## config.mk

```make
export PLATFORM = sky130hd
export DESIGN_NAME = multicolor_pixel_packer
export DESIGN_NICKNAME = d
export VERILOG_FILES = /design/src/rtl/core/mpp_pkg.sv /design/src/rtl/core/multicolor_pixel_packer.sv /design/src/rtl/core/mpp_encode.sv
export SDC_FILE = /design/constraint.sdc
export NUM_CORES = 1
export LEC_CHECK = 0
export BUFFER_PORTS_ARGS = -buffer_cell sky130_fd_sc_hd__buf_2
export CORE_UTILIZATION = 60
export DETAILED_ROUTE_END_ITERATION = 12
export GPL_TIMING_DRIVEN = 0
export PLACE_DENSITY = 0.89
export RECOVER_POWER = 50
export SKIP_CTS_REPAIR_TIMING = 1
export SYNTH_ARGS = -nofsm -noshare
export SYNTH_HDL_FRONTEND = slang
export SYNTH_HIERARCHICAL = 1
export SYNTH_SLANG_ARGS = --single-unit
```

## constraint.sdc

```tcl
create_clock -name clk -period 4.45 [get_ports clk]
set_input_delay 0 -clock clk [delete_from_list [all_inputs] [get_ports clk]]
set_output_delay 0 -clock clk [all_outputs]
set_load 0.1 [all_outputs]
```

## src/rtl/core/mpp_pkg.sv

```systemverilog
// shared types and constants for the multicolor pixel packer
package mpp_pkg;

	localparam int PIXEL_W            = 8;
	localparam int PIXEL_BITS_DEFAULT = 8;
	localparam int NUM_SLOTS          = 4;
	localparam int SLOT_W             = 2;
	localparam int CNT_W              = 2;

	localparam logic       STATUS_DATA     = 1'b0;
	localparam logic       STATUS_OVERFLOW = 1'b1;
	localparam logic [7:0] PAD_BYTE        = 8'h00;

	typedef struct packed {
		logic [2:0] colors_used;
		logic [5:0] partial_byte;
		logic [1:0] pixel_position;
		logic       overflow_error;
	} state_t;

	typedef struct packed {
		logic [7:0] data_byte;
		logic       status;
		logic       last;
	} result_t;

endpackage

```

## src/rtl/core/multicolor_pixel_packer.sv

```systemverilog
// multicolor pixel packer top level: input stage, color state and result buffer
// Accepts one pixel request per cycle unless stalled, and packs four 2-bit color codes per
// byte, first pixel in bits 7:6, assigning codes by first appearance of up to four colors;
// a request is registered in the input stage and its bytes in the result buffer. The output
// port gives one byte per cycle while out_ready is high; a pixel yielding a data byte and a
// padding byte holds the next request while both wait, other pixels sustain one per cycle.
// Only the low PIXEL_BITS bits of pixel_color are compared (all eight when PIXEL_BITS >= 8).
module multicolor_pixel_packer #(
	parameter int PIXEL_BITS = mpp_pkg::PIXEL_BITS_DEFAULT
) (
	input  logic       clk,
	input  logic       arst_n,
	input  logic       in_valid,
	output logic       in_ready,
	input  logic [7:0] pixel_color,
	input  logic       start_image,
	input  logic       pad_after,
	output logic       out_valid,
	input  logic       out_ready,
	output logic [7:0] data_byte,
	output logic       status,
	output logic       last
);

	localparam int COLOR_W = (PIXEL_BITS > mpp_pkg::PIXEL_W) ? mpp_pkg::PIXEL_W : PIXEL_BITS;

	logic                       valid_s1;
	logic [COLOR_W-1:0]         color_s1;
	logic                       start_s1;
	logic                       pad_s1;

	mpp_pkg::state_t            state_q;
	mpp_pkg::state_t            state_next;
	logic [COLOR_W-1:0]         table_q [mpp_pkg::NUM_SLOTS];
	logic                       tbl_we;
	logic [mpp_pkg::SLOT_W-1:0] tbl_slot;

	logic [mpp_pkg::CNT_W-1:0]  res_cnt;
	mpp_pkg::result_t           res0;
	mpp_pkg::result_t           res1;
	mpp_pkg::result_t           res0_q;
	mpp_pkg::result_t           res1_q;
	logic [mpp_pkg::CNT_W-1:0]  cnt_q;

	logic out_free;
	logic fire_s1;
	logic in_fire;
	logic out_fire;

	assign out_valid = (cnt_q != '0);
	assign out_fire  = out_valid && out_ready;
	assign out_free  = (cnt_q == '0) || (out_ready && cnt_q == 2'd1);
	assign fire_s1   = valid_s1 && out_free;
	assign in_ready  = !valid_s1 || out_free;
	assign in_fire   = in_valid && in_ready;

	assign data_byte = res0_q.data_byte;
	assign status    = res0_q.status;
	assign last      = res0_q.last;

	mpp_encode #(
		.COLOR_W(COLOR_W)
	) u_encode (
		.color(color_s1),
		.start_image(start_s1),
		.pad_after(pad_s1),
		.state_in(state_q),
		.table_in(table_q),
		.state_next(state_next),
		.tbl_we(tbl_we),
		.tbl_slot(tbl_slot),
		.res_cnt(res_cnt),
		.res0(res0),
		.res1(res1)
	);

	// input stage
	always_ff @(posedge clk or negedge arst_n) begin
		if (!arst_n) begin
			valid_s1 <= 1'b0;
		end else if (in_fire) begin
			valid_s1 <= 1'b1;
		end else if (fire_s1) begin
			valid_s1 <= 1'b0;
		end
	end

	always_ff @(posedge clk) begin
		if (in_fire) begin
			color_s1 <= pixel_color[COLOR_W-1:0];
			start_s1 <= start_image;
			pad_s1   <= pad_after;
		end
	end

	// packing state
	always_ff @(posedge clk or negedge arst_n) begin
		if (!arst_n) begin
			state_q <= '0;
		end else if (fire_s1) begin
			state_q <= state_next;
		end
	end

	always_ff @(posedge clk) begin
		if (fire_s1 && tbl_we) begin
			table_q[tbl_slot] <= color_s1;
		end
	end

	// result buffer, up to two bytes per request
	always_ff @(posedge clk or negedge arst_n) begin
		if (!arst_n) begin
			cnt_q <= '0;
		end else if (fire_s1 && res_cnt != '0) begin
			cnt_q <= res_cnt;
		end else if (out_fire) begin
			cnt_q <= cnt_q - 2'd1;
		end
	end

	always_ff @(posedge clk) begin
		if (fire_s1 && res_cnt != '0) begin
			res0_q <= res0;
			res1_q <= res1;
		end else if (out_fire && cnt_q == 2'd2) begin
			res0_q <= res1_q;
		end
	end

	assert property (@(posedge clk) disable iff (!arst_n) cnt_q != 2'd3)
		else $error("result buffer count out of range");

	assert property (@(posedge clk) disable iff (!arst_n)
		state_q.colors_used <= 3'(mpp_pkg::NUM_SLOTS))
		else $error("more colors recorded than slots");

	assert property (@(posedge clk) disable iff (!arst_n)
		state_q.overflow_error |-> state_q.colors_used == 3'(mpp_pkg::NUM_SLOTS))
		else $error("overflow flagged with free slots");

	assert property (@(posedge clk) disable iff (!arst_n)
		(out_valid && status == mpp_pkg::STATUS_OVERFLOW) |-> (last && cnt_q == 2'd1))
		else $error("overflow result not a single final result");

	assert property (@(posedge clk) disable iff (!arst_n)
		(out_fire && cnt_q == 2'd2) |=> (out_valid && last))
		else $error("second result of a request lost");

endmodule

```

## src/rtl/core/mpp_encode.sv

```systemverilog
// color lookup, code assignment and byte packing for one pixel request
module mpp_encode #(
	parameter int COLOR_W = mpp_pkg::PIXEL_BITS_DEFAULT
) (
	input  logic [COLOR_W-1:0]        color,
	input  logic                      start_image,
	input  logic                      pad_after,
	input  mpp_pkg::state_t           state_in,
	input  logic [COLOR_W-1:0]        table_in [mpp_pkg::NUM_SLOTS],
	output mpp_pkg::state_t           state_next,
	output logic                      tbl_we,
	output logic [mpp_pkg::SLOT_W-1:0] tbl_slot,
	output logic [mpp_pkg::CNT_W-1:0] res_cnt,
	output mpp_pkg::result_t          res0,
	output mpp_pkg::result_t          res1
);

	mpp_pkg::state_t eff;
	logic                       hit;
	logic [mpp_pkg::SLOT_W-1:0] hit_slot;
	logic [mpp_pkg::SLOT_W-1:0] slot;
	logic [mpp_pkg::SLOT_W-1:0] code;
	logic                       full;
	mpp_pkg::result_t           pad_res;
	mpp_pkg::result_t           ovf_res;

	// priority match over the used slots
	always_comb begin
		hit      = 1'b0;
		hit_slot = '0;
		for (int i = mpp_pkg::NUM_SLOTS - 1; i >= 0; i--) begin
			if ((3'(i) < eff.colors_used) && (table_in[i] == color)) begin
				hit      = 1'b1;
				hit_slot = mpp_pkg::SLOT_W'(i);
			end
		end
	end

	always_comb begin
		eff        = start_image ? '0 : state_in;
		full       = (eff.colors_used == 3'(mpp_pkg::NUM_SLOTS));
		pad_res    = '{data_byte: mpp_pkg::PAD_BYTE, status: mpp_pkg::STATUS_DATA, last: 1'b1};
		ovf_res    = '{data_byte: mpp_pkg::PAD_BYTE, status: mpp_pkg::STATUS_OVERFLOW,
			last: 1'b1};
		state_next = eff;
		tbl_we     = 1'b0;
		slot       = hit ? hit_slot : eff.colors_used[mpp_pkg::SLOT_W-1:0];
		tbl_slot   = slot;
		code       = ~slot;
		res_cnt    = '0;
		res0       = '0;
		res1       = '0;
		if (eff.overflow_error) begin
			res_cnt = 2'd1;
			res0    = ovf_res;
		end else if (!hit && full) begin
			state_next.overflow_error = 1'b1;
			res_cnt = 2'd1;
			res0    = ovf_res;
		end else begin
			if (!hit) begin
				tbl_we                 = 1'b1;
				state_next.colors_used = eff.colors_used + 3'd1;
			end
			if (eff.pixel_position == 2'd3) begin
				state_next.partial_byte   = '0;
				state_next.pixel_position = '0;
				res0    = '{data_byte: {eff.partial_byte, code},
					status: mpp_pkg::STATUS_DATA, last: !pad_after};
				res_cnt = 2'd1;
			end else begin
				state_next.partial_byte   = {eff.partial_byte[3:0], code};
				state_next.pixel_position = eff.pixel_position + 2'd1;
			end
			if (pad_after) begin
				if (res_cnt == 2'd0) begin
					res0 = pad_res;
				end else begin
					res1 = pad_res;
				end
				res_cnt = res_cnt + 2'd1;
			end
		end
	end

endmodule
```

==> results of run 1 <==
==> registers in the layout (all words and copies together), names as in the netlist, 2 cells and up <==
name,count
table_q,32
state_q,12
res1_q,10
color_s1,8
data_byte,8
cnt_q,2
==> where the power goes <==
| part | switching (mW) | internal [mW] |
|---|---|---|
| clock | 0.278 | 0.277 |
| combinational | 0.840 | 0.473 |
| sequential | 0.140 | 1.04 |
==> layout by cell type, fill, tap and decap left out, drive strengths merged, types with 3 or more instances in the layout <==
master       netlist  final
nor2b              3      3
mux2              25     25
and2               3      3
nor2               9      9
mux2i              5      5
nand2              8      8
nor4               7      7
nand4              5      5
clkbuf             1     25
xnor2             26     26
a21oi              3      3
xor2               8      8
nor3               7      7
edfxtp            62     62
a32oi              3      3
dlygate4sd3        0     12
buf               19     32
o21ai              3      3
nand2b             7      7
conb               1      9
dfrtp             15     15
inv               14     15
ha                 7      7
clkinv             1      3
==> metal layers <==
layer,wire [um],up-vias,share of wire
met5,0,-,0
met4,328,0,0.040
met3,610,38,0.075
met2,4083,166,0.50
met1,3142,1159,0.38
li1,-,1058,-
==> cells in the mapped netlist, types with 3 or more instances <==
cell type | number | area, sq um
edfxtp_1 | 62 | 1862
xnor2_1 | 26 | 227.7
mux2_2 | 16 | 180.2
dfrtp_1 | 15 | 375.4
buf_4 | 13 | 97.59
inv_1 | 13 | 48.80
mux2_4 | 9 | 135.1
nor2_1 | 9 | 33.78
nand2_1 | 8 | 30.03
xor2_1 | 8 | 70.07
ha_1 | 7 | 87.58
nand2b_1 | 7 | 43.79
nor3_1 | 7 | 35.03
nor4_1 | 7 | 43.79
mux2i_1 | 5 | 50.05
nand4_1 | 5 | 31.28
a21oi_1 | 3 | 15.01
a32oi_1 | 3 | 26.28
nor2b_1 | 3 | 18.77
o21ai_0 | 3 | 15.01
==> critical path: stages, from the launching register on <==
cell and delay (ps):
edfxtp_1 550, xor2_1 200, nor4_1 460, and3_1 270
or4_4 160, o22a_1 140, buf_6 170, and2_1 160
buf_4 130, o21ai_0 130, nor2_1 270, buf_4 330
a2bb2oi_2 530
==> final timing paths <==
check / to / slack (ps) / cells after the start
max in group asynchronous: state_q[0] / 3600 / 2
max reg2reg: data_byte[2] / 550 / 12
min: valid_s1 / 150 / 4
min in group asynchronous: valid_s1 / 280 / 2
max: data_byte[2] / 550 / 12
min reg2reg: state_q[2] / 510 / 1
==> per-stage QoR <==
| step | instance area (sq um) | setup slack (ps) | hold slack (ps) |
|---|---|---|---|
| CTS | 4187 | 263.1 | -452.2 |
| finish | 4297 | 546.5 | 148.8 |
| detailed placement | 3985 | 275.3 | -58.88 |
| global placement | 3974 | 479.1 | -67.92 |
| floorplan | 3755 | 1039 | -295.6 |
| global route | 4297 | 346.8 | 179.3 |
==> cell families after synthesis <==
group	Yosys count
AND/OR/NAND/NOR	60
XOR/XNOR	34
buffers and inverters	35
other	1
AO/OA/AOI/OAI	21
adder cells (fa/ha/maj)	7
multiplexers	30
flip-flops	77
==> final cells by class <==
class,instances,area (sq um),share of cell area
multi-input combinational,161,1295,0.3014
buffer,20,173.9,0.04048
sequential,77,2237,0.5207
tap,75,93.84,0.02184
clock buffer,11,141.4,0.03291
clock inverter,5,60.06,0.01398
timing repair buffer,38,234.0,0.05446
inverter,15,61.31,0.01427
==> results.yml, run 1 <==
global_routing:
  grt_pass1_vias: 2276
  met2_usage: 0.3763
  groute.usage.overall: 0.2447
  use_met3: 0.04494
  antenna_found_initial: 0
  gr-max-usage-layer: "met2"
  grt_max_degree: 20
  grt_pass1_wl_um: 11310
  use_met1: 0.3183
  overflow: 0
yosys:
  synthArstFlopShare: 0.1948
  synthSimpleGateAreaFrac: 0.09271
  yosys_register_bits: 77
  synth_top_family_by_area: "multiplexers"
  avgSynthCellArea_sq_um: 14.06
  ys_seq_area_frac: 0.6006
  yosys_warnings: 6
  synth_compound_area_frac: 0.04098
  ys.flop_type: "edfxtp_1"
  synth-adder-area-share: 0.02351
  synth-xor-area-share: 0.07995
  syn_inst: 265
  synth_edf_count: 62
  synth_cell_type_count: 47
  synthMuxAreaShare: 0.09809
  synth_area_sq_um: 3725
power:
  report.power.total_mw: 3.043
  leakage_nw: 1.645
  p_per_area_nw_per_um2: 708.2
  vdd_drop_max_v: 0.0006443
die:
  die_w_um: 80.79
  design.die.area_sq_um: 6527
  num_io_pins: 26
  core_area_sq_um: 5956
  rows: 28
  die_y_um: 80.79
  start_util: 0.6254
detailed_routing:
  drc: 0
  wl_per_cell_um: 20.31
  vias_per_cell: 6.022
  first_pass_iters: 5
  drtIter0Drc: 223
  drtAntennaViolNets: 0
  wl_um: 8164
  via_count: 2421
place:
  place.gp.congestion: 0.7891
  dp_hpwl_um: 4590
  placed_cells: 374
  portBuffers: 25
cts:
  insertion_delay_ps: 370
  root_buffer: "clkbuf_8"
  htree_levels: 3
  clk_pin_slew_ps: 90
  cts_buffer_depth: 2
  numClockSinks: 77
  cts_tree: "done"
  numCtsBuffers: 9
sta:
  tns_ps: 0
  layout_min_cycle_time_ps: 3904
  maxClockFrequency_mhz: 256.2
  tightest_slew_ps: 1199
  slew_viol_final: 0
  setup_violations: 0
  hold_viol_final: 0
  rsz0062_at_grt: "no"
  clock-skew-final_ps: 11.25
  maxSlewHeadroom: 0.2039
  period_share: 0.8772
layout:
  nNetsFinal: 343
  n_antenna_cell: 0
  final_util: 0.7214
  drive_gt1_frac: 0.2446
  fin_cells: 402
  fillers: 337
  syn2layout_area_growth_pct: 15.35
outcome:
  run_status: "finished clean"
setup_path:
  worstPathRequired_ps: 4450
  path_class: "reg -> reg"
  crit_path_end_kind: "register"
  reg2reg_from: "color_s1[4]"
  crit_start: "color_s1[4]"
  start_kind: "register"
  worstPathArrival_ps: 3900
  cp_max_fo: 19
min_path:
  hp-start: "out_ready"
  hold_class: "in -> reg"
run:
  maxCapViolCount: 0
Note: power is estimated with default switching activity, not from simulation.
==> run 2, diff against run 1 <==
--- a/config.mk
+++ b/config.mk
@@ -5,11 +5,12 @@
 export SDC_FILE = /design/constraint.sdc
 export NUM_CORES = 1
 export LEC_CHECK = 0
+export ABC_AREA = 1
 export BUFFER_PORTS_ARGS = -buffer_cell sky130_fd_sc_hd__buf_2
-export CORE_UTILIZATION = 60
+export CORE_UTILIZATION = 61
 export DETAILED_ROUTE_END_ITERATION = 12
 export GPL_TIMING_DRIVEN = 0
-export PLACE_DENSITY = 0.89
+export PLACE_DENSITY = 0.9
 export RECOVER_POWER = 50
 export SKIP_CTS_REPAIR_TIMING = 1
 export SYNTH_ARGS = -nofsm -noshare
==> results.yml, run 2 <==
setup_path:
  path_class: "reg -> reg"
  path_cells: "inv_2, buf_6, o21ai_2, nand2_1, and2_1, nand3_1, nand2_1, nor2_1, nand2_1, nand2_1, inv_1, nor3_1"
  cp_max_fo: 10
  worstPathRequired_ps: 4420
  critPathBufInv: 3
  worstPathArrival_ps: 3140
  cpLargestDelayFamily: "simple AND/OR/NAND/NOR gates"
  crit_path_end_kind: "register"
  regToRegSetupSlack_ps: 1280
  crit_top_cell: "nand2_1"
  start_kind: "register"
  max_stage_delay_ps: 940
  cpMaxStageDelayCell: "nor3_1"
global_routing:
  antenna_found_initial: 0
  grt_pass1_vias: 2764
  overflow: 0
  groute.usage.overall: 0.2699
  grt_pass1_wl_um: 13010
  grt_max_degree: 20
die:
  die_y_um: 82.34
  start_util: 0.6497
  num_io_pins: 26
  die_w_um: 82.34
  rows: 28
  core_area_sq_um: 6061
  design.die.area_sq_um: 6780
detailed_routing:
  wl_met1_um: 3252
  wl_per_cell_um: 14.44
  wl_um: 8232
  dr.max_layer_used: "met4"
  drc: 0
  drtIter0Drc: 364
  wl_met2_um: 4166
  via_count: 2964
  dr_wl_met3_um: 556
  first_pass_iters: 5
  drtAntennaViolNets: 0
  vias_per_cell: 5.200
place:
  placed_area_sq_um: 4187
  dp_hpwl_um: 5227
  portBuffers: 25
  place_ws_ps: 1226
  place.gp.congestion: 0.8381
layout:
  final_common_cell: "nand2_1"
  fillers: 381
  multiInputGateArea_sq_um: 1363
  ff_latch_area_sq_um: 2237
  final_cell_mix: "175 x nand2_1, 62 x edfxtp_1, 54 x inv_1"
  final_cell_area_sq_um: 4517
  top_register: "table_q"
  nNetsFinal: 512
  n_antenna_cell: 0
  syn2layout_area_growth_pct: 14.71
  drive_gt1_frac: 0.1434
  reg_top3: "table_q: 32 flops, state_q: 12 flops, res1_q: 10 flops"
  largest_reg_flops: 32
yosys:
  yosys_warnings: 6
  yosysTopAreaCell: "edfxtp_1"
  synth_area_leaders: "edfxtp_1 47%, nand2_1 17%, dfrtp_1 9.5%"
  ys.flop_type: "edfxtp_1"
  syn_inst: 435
  ys_seq_area_frac: 0.5682
  netlist_top_cells_count: "175 x nand2_1, 62 x edfxtp_1, 53 x inv_1, 31 x nor2_1"
  synth_edf_count: 62
  synth_cell_type_count: 27
  synth_top_area_share: 0.4728
  yosys_register_bits: 77
  synth_area_sq_um: 3938
  avgSynthCellArea_sq_um: 9.052
  synthArstFlopShare: 0.1948
  post-synth-top-count-cell: "nand2_1"
cts:
  insertion_delay_ps: 350
  clk_pin_slew_ps: 80
  root_buffer: "clkbuf_8"
  numClockSinks: 77
  cts_tree: "done"
  cts_buffer_depth: 2
  htree_levels: 3
  numCtsBuffers: 9
power:
  leakage_nw: 2.204
  vdd_drop_max_v: 0.0005443
  p_per_area_nw_per_um2: 632.9
sta:
  timing.final.ws_setup_ps: 1279
  holdWs_ps: 11.31
  layout_min_cycle_time_ps: 3171
  hold_viol_final: 0
  maxClockFrequency_mhz: 315.4
  setup_violations: 0
  clock-skew-final_ps: 11.08
  maxSlewHeadroom: 0.1780
  tightest_slew_ps: 1238
  slew_viol_final: 0
  tns_ps: 0
  period_share: 0.7126
  rsz0062_at_grt: "no"
outcome:
  run_status: "finished clean"
min_path:
  hold_class: "in -> reg"
run:
  maxCapViolCount: 0
[run 2: logic make-up after synthesis]
| family | count (synthesis) | share of synthesized area |
|---|---|---|
| flip-flops | 77 | 0.5682 |
| AND/OR/NAND/NOR | 239 | 0.2507 |
| adder cells (fa/ha/maj) | 7 | 0.02224 |
| XOR/XNOR | 20 | 0.04639 |
| other | 1 | 0.0009524 |
| buffers and inverters | 81 | 0.09723 |
| AO/OA/AOI/OAI | 10 | 0.01430 |
[run 2: final timing paths]
kind,start,endpoint,cells past startpoint
max,start_s1,table_q[4],12
min,out_ready,cnt_q[0],4
max reg2reg,start_s1,table_q[4],12
min reg2reg,state_q[3],state_q[3],2
max in group asynchronous,arst_n,state_q[4],2
min in group asynchronous,arst_n,cnt_q[1],2
[run 2: report_power, final]
group	leakage, nW	internal (mW)	switching (mW)
sequential	0.760	1.02	0.122
combinational	1.33	0.297	0.850
clock	0.109	0.314	0.258
total	2.20	1.63	1.23
[run 2: area by class of cell]
type | count | share of cell area
sequential | 77 | 0.4953
clock inverter | 6 | 0.01939
buffer | 19 | 0.03324
inverter | 62 | 0.05152
tap | 75 | 0.02078
timing repair buffer | 37 | 0.05069
multi-input combinational | 285 | 0.3017
clock buffer | 9 | 0.02742
[run 2: per-stage QoR]
stage                     std cells    util  total power, mW
final                           570  0.7453            2.859
after global routing            570  0.7453            3.018
after CTS                       558  0.7256            2.845
after detailed placement        543  0.6908            2.264
after global placement          543  0.6908            2.203
after floorplan                 443       -            2.025
[run 2: metal layers]
metal / track usage / vias up
met4: 0.1263 / 0
li1: - / 1438
met3: 0.04505 / 27
met5: 0 / -
met1: 0.3387 / 1369
met2: 0.4562 / 130
[run 2: worst min-delay path, stage by stage]
cell,delay [ps]
buf_2,90
nand2_1,80
nand3_1,100
nand2_1,60
==> run 3, diff against run 2 <==
--- a/config.mk
+++ b/config.mk
@@ -7,10 +7,10 @@
 export LEC_CHECK = 0
 export ABC_AREA = 1
 export BUFFER_PORTS_ARGS = -buffer_cell sky130_fd_sc_hd__buf_2
-export CORE_UTILIZATION = 61
+export CORE_UTILIZATION = 55
 export DETAILED_ROUTE_END_ITERATION = 12
 export GPL_TIMING_DRIVEN = 0
-export PLACE_DENSITY = 0.9
+export PLACE_DENSITY = 0.86
 export RECOVER_POWER = 50
 export SKIP_CTS_REPAIR_TIMING = 1
 export SYNTH_ARGS = -nofsm -noshare
==> constraint.sdc (replaced) <==
create_clock -name clk -period 2.8 [get_ports clk]
set_input_delay 0 -clock clk [delete_from_list [all_inputs] [get_ports clk]]
set_output_delay 0 -clock clk [all_outputs]
set_load 0.1 [all_outputs]
==> results.yml, run 3 (synthesized netlist as in run 2, its figures left out) <==
outcome:
  run_status: "finished with violations"
  violations: "negative setup slack"
die:
  rows: 30
  start_util: 0.5732
  design.die.area_sq_um: 7501
  die_y_um: 86.61
  num_io_pins: 26
  die_w_um: 86.61
  core_area_sq_um: 6869
global_routing:
  grt_pass1_wl_um: 11830
  grt_pass1_vias: 2696
  grt_max_degree: 20
  overflow: 0
  antenna_found_initial: 0
  groute.usage.overall: 0.2153
layout:
  nNetsFinal: 530
  top_register: "table_q"
  final_cell_mix: "172 x nand2_1, 62 x edfxtp_1, 54 x inv_1"
  n_antenna_cell: 0
  largest_reg_flops: 32
  final_common_cell: "nand2_1"
  syn2layout_area_growth_pct: 20.24
  reg_top3: "table_q: 32 flops, state_q: 12 flops, res1_q: 10 flops"
  final_util: 0.6893
  fin_cells: 609
  final_cell_area_sq_um: 4735
  drive_gt1_frac: 0.1891
sta:
  period_share: 1.068
  maxClockFrequency_mhz: 334.4
  layout_min_cycle_time_ps: 2991
  setup_violations: 14
  rsz0062_at_grt: "yes"
  hold_viol_final: 0
  timing.final.ws_setup_ps: -190.6
  maxSlewHeadroom: 0.2251
  tns_ps: -2053
  slew_viol_final: 0
  clock-skew-final_ps: 13.44
  tightest_slew_ps: 1167
cts:
  root_buffer: "clkbuf_8"
  numClockSinks: 77
  clk_pin_slew_ps: 80
  htree_levels: 3
  cts_buffer_depth: 2
  cts_tree: "done"
  insertion_delay_ps: 370
  numCtsBuffers: 9
detailed_routing:
  via_count: 3072
  wl_met2_um: 4248
  dr_wl_met3_um: 574
  wl_per_cell_um: 14.12
  drtIter0Drc: 358
  wl_um: 8602
  vias_per_cell: 5.044
  drc: 0
  first_pass_iters: 5
  dr.max_layer_used: "met4"
  wl_met1_um: 3435
  drtAntennaViolNets: 0
setup_path:
  regToRegSetupSlack_ps: -190
  cp_max_fo: 8
  reg2reg_from: "color_s1[0]"
  worstPathRequired_ps: 2790
  crit_path_end_kind: "register"
  worstPathArrival_ps: 2980
  crit_start: "color_s1[0]"
  path_class: "reg -> reg"
  start_kind: "register"
power:
  vdd_drop_max_v: 0.0008861
  report.power.total_mw: 4.657
  p_per_area_nw_per_um2: 983.6
  leakage_nw: 2.279
run:
  maxCapViolCount: 0
place:
  portBuffers: 25
  dp_hpwl_um: 5002
  placed_cells: 564
  placed_area_sq_um: 4213
  place.gp.congestion: 0.8393
min_path:
  hold_class: "in -> reg"
  hp-start: "out_ready"
## run 3: power breakdown
part	switching, mW	internal (mW)
combinational	1.43	0.595
clock	0.423	0.406
sequential	0.182	1.62
total	2.04	2.62
## run 3: path summary, 6_finish.rpt
kind                       depth (start not counted)     endpoint
setup / recovery                                  13   table_q[7]
hold / removal                                     4     valid_s1
setup reg to reg                                  13   table_q[7]
hold reg to reg                                    0  table_q[31]
max in group asynchronous                          2   state_q[0]
min in group asynchronous                          2   state_q[2]
## run 3: through the flow
step	worst slack [ps]	hold WS (ps)
after CTS	-441.8	-452.8
after floorplan	156.8	-295.6
after global routing	-337.8	64.18
after global placement	-267.1	-69.45
final	-190.6	2.686
after detailed placement	-427.3	-69.08
## run 3: critical path: stages, from the launching register on
cell and delay, ps:
edfxtp_1 520, inv_2 120, nand2_1 60, nand2_1 70, nor2_2 60, nand2_2 120
inv_1 80, nand2_1 110, nand2_1 80, nor2_1 230, nand2_1 80, nand2_1 210
inv_1 150, nor3_2 740
## run 3: cell type report
type / instances / area (sq um)
flip-flops and latches: 77 / 2237
fillers: 472 / 2135
multi-input cells: 286 / 1426
repair buffers: 54 / 362.8
inverters: 62 / 235.2
plain buffers: 19 / 165.2
clock buffers: 9 / 123.9
well taps: 96 / 120.1
clock inverters: 6 / 63.81
## run 3: per-layer routing
metal,vias to the layer above,global-route usage
met5,-,0
met4,0,0.1197
met3,35,0.06000
met2,135,0.3405
met1,1424,0.2688
li1,1478,-
